`src/hdl/cht_ram.sv`:
```
// Generic simple dual-port RAM with one write port and a registered read port.
module cht_ram #(
    parameter int WIDTH = 8,
    parameter int DEPTH = 16
) (
    input  logic                     i_clk,
    input  logic                     i_we,
    input  logic [$clog2(DEPTH)-1:0] i_waddr,
    input  logic [WIDTH-1:0]         i_wdata,
    input  logic [$clog2(DEPTH)-1:0] i_raddr,
    output logic [WIDTH-1:0]         o_rdata
);

    logic [WIDTH-1:0] r_mem [DEPTH];
    logic [WIDTH-1:0] r_rdata;

    always_ff @(posedge i_clk) begin
        if (i_we) begin
            r_mem[i_waddr] <= i_wdata;
        end
        r_rdata <= r_mem[i_raddr];
    end

    assign o_rdata = r_rdata;

endmodule

```
`config.mk`:
```
export PLATFORM = sky130hd
export DESIGN_NAME = cht_ram
export DESIGN_NICKNAME = d
export VERILOG_FILES = /design/src/hdl/cht_ram.sv
export SDC_FILE = /design/constraint.sdc
export NUM_CORES = 1
export LEC_CHECK = 0
export ABC_CLOCK_PERIOD_IN_PS = 2150
export BUFFER_PORTS_ARGS = -buffer_cell sky130_fd_sc_hd__buf_2
export CORE_MARGIN = 8
export CORE_UTILIZATION = 60
export CTS_BUF_LIST = sky130_fd_sc_hd__clkbuf_16
export DETAILED_ROUTE_END_ITERATION = 10
export HOLD_SLACK_MARGIN = 0.03
export PLACE_DENSITY_LB_ADDON = 0.25
export SYNTH_ARGS = -nofsm -noshare
export SYNTH_HDL_FRONTEND = slang
export SYNTH_SLANG_ARGS = --single-unit
```
`constraint.sdc`:
```
create_clock -name i_clk -period 2.15 [get_ports i_clk]
set_input_delay 0.3225 -clock i_clk [delete_from_list [all_inputs] [get_ports i_clk]]
set_output_delay 0.3225 -clock i_clk [all_outputs]
set_load 0.005 [all_outputs]
```
# After elaboration in Yosys (flattened, before gate mapping)
# Memory sizes are Yosys's and may differ from the RTL's. A register that Yosys moved wholly into a read port is not among the register bits.
# Cells that the tools add are included.
# totals
reg_bits,0
latch_bits,0
mem_bits_rw,128
mem_bits_ro,0
input_bits,18
mem_count,1
# classes
n_addsub,0
n_mul,0
div,0
magnitude_cmp,0
eq_ne,0
shifts,0
mux,2
bitwise_logic,0
reduce_logical,0
# mem_list
memory,words,width,rd,rd_clocked_by_memory_dff,write_ports,line,source
r_mem,16,8,1,1,1,14,logic [WIDTH-1:0] r_mem [DEPTH];
# op_table
op,n
$mux 1,2

# Depth between registers and ports, before layout
# Gate-level depths: netlist of run 1.
# logic_depth
word_depth,2
mapped_depth,5

# Worst setup path after synthesis of run 1
# No wires, ideal clock.
# synth_path
path_kind,input to register
startpoint,in i_waddr[2]
endpoint,mem r_mem[0][0] (enable)
setup_time_ns,0.383
arrival_time_ns,1.432
path_slack_ns,0.335
stages,2
cell_sequence,or3b_2 nor3_1
# synth_lines
element,line,source
"start, declared",8,"input logic [$clog2(DEPTH)-1:0] i_waddr,"
"end, declared",14,
# Straight into the memory's write port.

==> results of run 1 <==
flip-flops by register name, summed over array words and instances (netlist names):
name	count
r_mem	128
o_rdata	8
kinds of logic after synthesis:
group,count (synthesis)
multiplexers,32
AND/OR/NAND/NOR,35
AO/OA/AOI/OAI,16
buffers and inverters,10
flip-flops,136
power by group through the flow:
| stage | logic (W) | clock network (W) | registers, W |
|---|---|---|---|
| after global placement | 0.000261 | 0 | 0.00303 |
| after global routing | 0.000295 | 0.00305 | 0.00299 |
| after detailed placement | 0.000269 | 0 | 0.00304 |
| after CTS | 0.000275 | 0.00294 | 0.00298 |
| after floorplan | 0.000150 | 0 | 0.00303 |
| final | 0.000272 | 0.00291 | 0.00298 |
layer usage:
layer / up-vias / global-route usage [%]
li1: 1081 / -
met1: 1307 / 23.87
met2: 83 / 27.42
met3: 6 / 5.487
met4: 0 / 6.647
met5: - / 0
synthesized netlist by cell type:
library cell	n	area, µm²
nor3_1	4	20.02
nand2b_1	2	12.51
nor2b_1	1	6.260
edfxtp_1	128	3844
nand3b_1	2	15.01
dfxtp_1	8	160.2
nand2_1	9	33.78
or3b_2	1	8.760
buf_6	3	33.78
clkdlybuf4s25_2	3	30.03
mux4_2	18	405.4
nor2_1	13	48.80
and2_1	1	6.260
mux4_1	14	367.9
nand3_1	1	5.000
and2b_1	1	7.510
a22oi_1	16	120.1
buf_2	3	15.01
buf_4	1	7.510
worst max-delay path, cell delays in order:
cell and delay [ns]:
buf_2 0.10, buf_12 0.25, mux4_1 0.60, a22oi_1 0.34, nand2_1 0.08
through the flow:
stage               setup slack, ns  instance area [µm²]  hold WS (ns)  total power, W
floorplan                    0.3346                 5147        0.4214        0.003184
global placement             0.3512                 5493        0.6456        0.003295
detailed placement           0.3429                 5493        0.6534        0.003307
CTS                          0.7678                 6095        0.2839        0.006195
global route                 0.7079                 6095        0.2910        0.006334
finish                       0.7275                 6095        0.2985        0.006168
how the worst min path moves through the flow:
stage	slack, ns	end	start
finish	0.30	r_mem[6][2]	i_wdata[2]
global route	0.29	r_mem[10][0]	i_wdata[0]
CTS	0.28	r_mem[0][5]	i_wdata[5]
detailed placement	0.65	o_rdata[0]	r_mem[14][0]
global placement	0.65	o_rdata[0]	r_mem[14][0]
floorplan	0.42	r_mem[0][0]	i_wdata[0]
cell usage in the layout, fill, tap and decap left out:
cell / n
clkinv_1: 1
dfxtp_1: 8
a22oi_1: 16
nor2b_1: 1
clkinv_4: 2
nand3_1: 1
inv_6: 3
nand2_1: 9
clkinv_2: 1
buf_2: 25
mux4_2: 18
nor2_1: 13
or3b_2: 1
clkbuf_16: 17
nor3_1: 4
buf_12: 2
bufinv_16: 3
and2b_1: 1
buf_4: 18
and2_1: 1
edfxtp_1: 128
nand3b_1: 2
inv_1: 1
mux4_1: 14
clkinvlp_4: 4
nand2b_1: 2
area by class of cell:
type / instances / area (µm²)
flip-flops and latches: 136 / 4004
fillers: 475 / 2163
multi-input cells: 83 / 1057
clock buffers: 17 / 425.4
repair buffers: 45 / 300.3
clock inverters: 15 / 176.4
well taps: 105 / 131.4
==> flow_summary.json, run 1 <==
{
  "status": "completed",
  "syn_to_final_growth_pct": 18.40,
  "ant_nets": 0,
  "p_comb_share_pct": 4.4,
  "vdd_drop_max_v": 0.0006097,
  "gp_congestion": 0.7300,
  "grt-ovfl-total": 0,
  "worstSetupStartpoint": "i_raddr[0]",
  "r2r_slack_ns": 0.73,
  "crit_type": "primary input to flip-flop",
  "wl_met1_um": 4316,
  "clockBufferDepth": 2,
  "seqPwrFrac_pct": 48.3,
  "worst_pin_slew_ns": 0.7557,
  "syn_inst": 229,
  "leakage_nw": 2.095,
  "core_area_um2": 8258,
  "clk_pin_slew_ns": 0.06,
  "grt_pass1_vias": 2582,
  "synth_area_per_cell_um2": 22.48,
  "drc": 0,
  "cp-endpoint": "o_rdata[1]",
  "wl_met3_um": 450,
  "p_switching_w": 0.001259,
  "finalMaxSlewViolations": 0,
  "syn_area_um2": 5147,
  "wl_met2_um": 4873,
  "grt_max_degree": 33,
  "arrival_ns": 1.71,
  "cts_resized": 0,
  "crit_path_max_fanout": 32,
  "yosys.area_share.simple_pct": 3.184,
  "synth_warnings": 0,
  "dp_cells": 369,
  "die_x_um": 108.6,
  "synth_adder_area_share_pct": 0,
  "clkPwrFrac_pct": 47.2,
  "cts_tree": "built",
  "ios": 26,
  "layout.nets": 301,
  "cp-start-kind": "primary input",
  "diodes": 0,
  "p_int_w": 0.004909,
  "post_cts_buffers": 0,
  "grtUsageTotal_pct": 17.89,
  "hold_violations": 0,
  "first_pass_iters": 5,
  "critical_path_required_ns": 2.44,
  "hp-class": "primary input to flip-flop",
  "fmax_ghz": 0.7030,
  "fin_crit_ns": 1.423,
  "setup_viol": 0,
  "relSlewSlack_pct": 49.43,
  "grt_first_pass_wirelength_um": 14770,
  "switching_share_pct": 20.42,
  "synth_cell_types": 19,
  "r2r-start": "r_mem[2][1]",
  "rsz0062_at_grt": "no",
  "numClockSinks": 136,
  "dpl.hpwl_um": 5849,
  "timing.max_cap.violations": 0,
  "worstRegToRegCells": 3,
  "antenna_found_initial": 0,
  "tns_ns": 0,
  "whs_path_depth": 1,
  "wl_per_cell_um": 24.27,
  "drt_iter0_drc": 173,
  "avgViaCountPerCell": 6.177,
  "highest_layer": "met4",
  "layout-drive-gt1-share_pct": 31.76,
  "final_cells": 401,
  "rows": 33,
  "start_util_pct": 62.33,
  "port_buffers": 25,
  "synth.net_count": 247,
  "cts_buffers": 17,
  "min_period_over_period_pct": 66.16,
  "endpoint_kind": "flip-flop",
  "root_buffer": "clkbuf_16",
  "r2r_end": "o_rdata[1]",
  "clock_latency_ns": 0.41,
  "p_per_area_nw_per_um2": 1012,
  "hold_buffers": 0,
  "final_util_pct": 73.80,
  "synth_top_family_by_area": "multiplexers",
  "synth-xor-area-share_pct": 0,
  "synth_compound_area_share_pct": 2.333,
  "finalClockSkew_ns": 0.008444,
  "vias": 2477,
  "synth_seq_cells": 136,
  "fp.dieH_um": 108.6,
  "wirelength_um": 9731,
  "die_area_um2": 11800,
  "synth_mux_area_share_pct": 15.02,
  "h-tree-depth": 4,
  "yosysSeqAreaShare_pct": 77.78
}
No activity file was read; power rests on OpenSTA's default activity.
==> inputs of run 2 (changes only) <==
Settings changed: ABC_CLOCK_PERIOD_IN_PS 2150 to 1300, CORE_UTILIZATION 60 to 54.
Clock period 2.15 ns to 1.3 ns, I/O delays scaled along.
==> flow_summary.json, run 2 (same netlist as run 1, synthesis figures left out) <==
{
  "leakage_nw": 2.134,
  "diodes": 0,
  "p_per_area_nw_per_um2": 1648,
  "layout-drive-gt1-share_pct": 42.38,
  "antenna_found_initial": 0,
  "clk_pin_slew_ns": 0.06,
  "dp_slack_ns": -0.2861,
  "rsz0062_at_grt": "no",
  "worst_pin_slew_ns": 0.8981,
  "fin_crit_ns": 1.258,
  "fp.dieH_um": 113.6,
  "min_period_over_period_pct": 96.80,
  "cts_tree": "built",
  "tns_ns": 0,
  "cp_top_family": "multiplexers",
  "grtUsageTotal_pct": 17.22,
  "syn_to_final_growth_pct": 22.99,
  "endpoint_kind": "flip-flop",
  "vdd_drop_max_v": 0.0009870,
  "seqPwrFrac_pct": 47.3,
  "ant_nets": 0,
  "drc": 0,
  "fillCellCount": 576,
  "post_cts_buffers": 0,
  "arrival_ns": 1.55,
  "crit_path_max_fanout": 1,
  "place_area_um2": 5692,
  "multi_input_area_um2": 1106,
  "avgViaCountPerCell": 5.810,
  "layout_setup_ws_ns": 0.04158,
  "die_area_um2": 12910,
  "drt_iter0_drc": 210,
  "clock_latency_ns": 0.41,
  "hold_violations": 0,
  "layout.nets": 307,
  "critical_path_required_ns": 1.59,
  "vias": 2504,
  "crit_buf_inv": 0,
  "relSlewSlack_pct": 39.91,
  "wl_per_cell_um": 23.69,
  "cp-start-kind": "flip-flop",
  "timing.max_cap.violations": 0,
  "cp_slowest_stage_delay_ns": 0.49,
  "top_register": "r_mem",
  "finalMaxSlewViolations": 0,
  "grt_pass1_vias": 2635,
  "grt_first_pass_wirelength_um": 15750,
  "numClockSinks": 136,
  "p_comb_share_pct": 5.0,
  "hp-class": "primary input to flip-flop",
  "crit_type": "flip-flop to flip-flop",
  "finalClockSkew_ns": 0.008390,
  "core_area_um2": 9240,
  "final_cell_mix": "edfxtp_1, mux4_2, buf_2",
  "final_util_pct": 68.52,
  "layout_commonest_cell": "edfxtp_1",
  "clkPwrFrac_pct": 47.7,
  "root_buffer": "clkbuf_16",
  "gp_congestion": 0.7357,
  "dpl.hpwl_um": 6302,
  "grt-ovfl-total": 0,
  "first_pass_iters": 4,
  "start_util_pct": 55.71,
  "largest_reg_flops": 128,
  "stdcell_area_um2": 6331,
  "rows": 35,
  "switching_share_pct": 19.89,
  "cts_buffers": 17,
  "regArea_um2": 4004,
  "p_switching_w": 0.002075,
  "clockBufferDepth": 2,
  "setup_viol": 0,
  "crit_path_top_delay_cell": "mux4_2",
  "status": "completed",
  "grt_max_degree": 17,
  "h-tree-depth": 4,
  "port_buffers": 25,
  "holdWs_ns": 0.1729,
  "hold_buffers": 0,
  "p_int_w": 0.008358,
  "fmax_ghz": 0.7946,
  "wirelength_um": 10210,
  "ios": 26,
  "crit_chain": "mux4_2 -> a22oi_2 -> nand2_1",
  "die_x_um": 113.6
}
-- run 2: cell count changes in the layout (fill, tap and decap cells not counted), sizes merged --
cell and change:
buf +6, clkinv +4, inv -3, clkinvlp -2, bufinv +1
-- run 2: power by group through the flow --
stage	clock, W	combinational (W)	sequential, W
finish	0.00498	0.000518	0.00494
global route	0.00520	0.000562	0.00495
CTS	0.00503	0.000516	0.00494
detailed placement	0	0.000498	0.00502
global placement	0	0.000487	0.00502
floorplan	0	0.000257	0.00502
-- run 2: worst reg2reg max path, stage by stage, from the launching register on --
cell      delay, ns
edfxtp_1       0.36
mux4_2         0.49
a22oi_2        0.21
nand2_1        0.08
-- run 2: path summary, 6_finish.rpt --
path                 from  slack (ns)           to  cells past startpoint
min            i_wdata[2]        0.17  r_mem[5][2]                      1
min reg2reg  r_mem[15][2]        0.68   o_rdata[2]                      3
max reg2reg   r_mem[3][3]        0.04   o_rdata[3]                      3
max           r_mem[3][3]        0.04   o_rdata[3]                      3
-- run 2: area by class of cell --
cell class	count	share of cell area, %
Timing Repair Buffer	51	6.838
Clock buffer	17	6.719
Tap cell	129	2.549
Multi-Input combinational cell	83	17.47
Clock inverter	15	3.182
Sequential cell	136	63.24
-- run 2: stage by stage --
| stage | power, W | cells |
|---|---|---|
| 4_1_cts | 0.01049 | 431 |
| 2_1_floorplan | 0.005273 | 229 |
| 6_report | 0.01043 | 431 |
| 3_3_place_gp | 0.005510 | 399 |
| 5_1_grt | 0.01070 | 431 |
| 3_5_place_dp | 0.005523 | 399 |
-- run 2: per-layer routing --
metal  routed length [µm]  track usage [%]  part of all wire (%)
met5                    0                0                     0
met4                  168            7.282                   1.6
met3                  701            5.177                   6.9
met2                 5106            27.06                    50
met1                 4232            21.87                    41
-- run 2: what timing repair did --
item	4_1_cts	5_1_grt
pin swaps	1	3
gates resized for setup	9	11
gates cloned	0	0
setup endpoints to repair	6	6
endpoints found under the hold margin	0	0
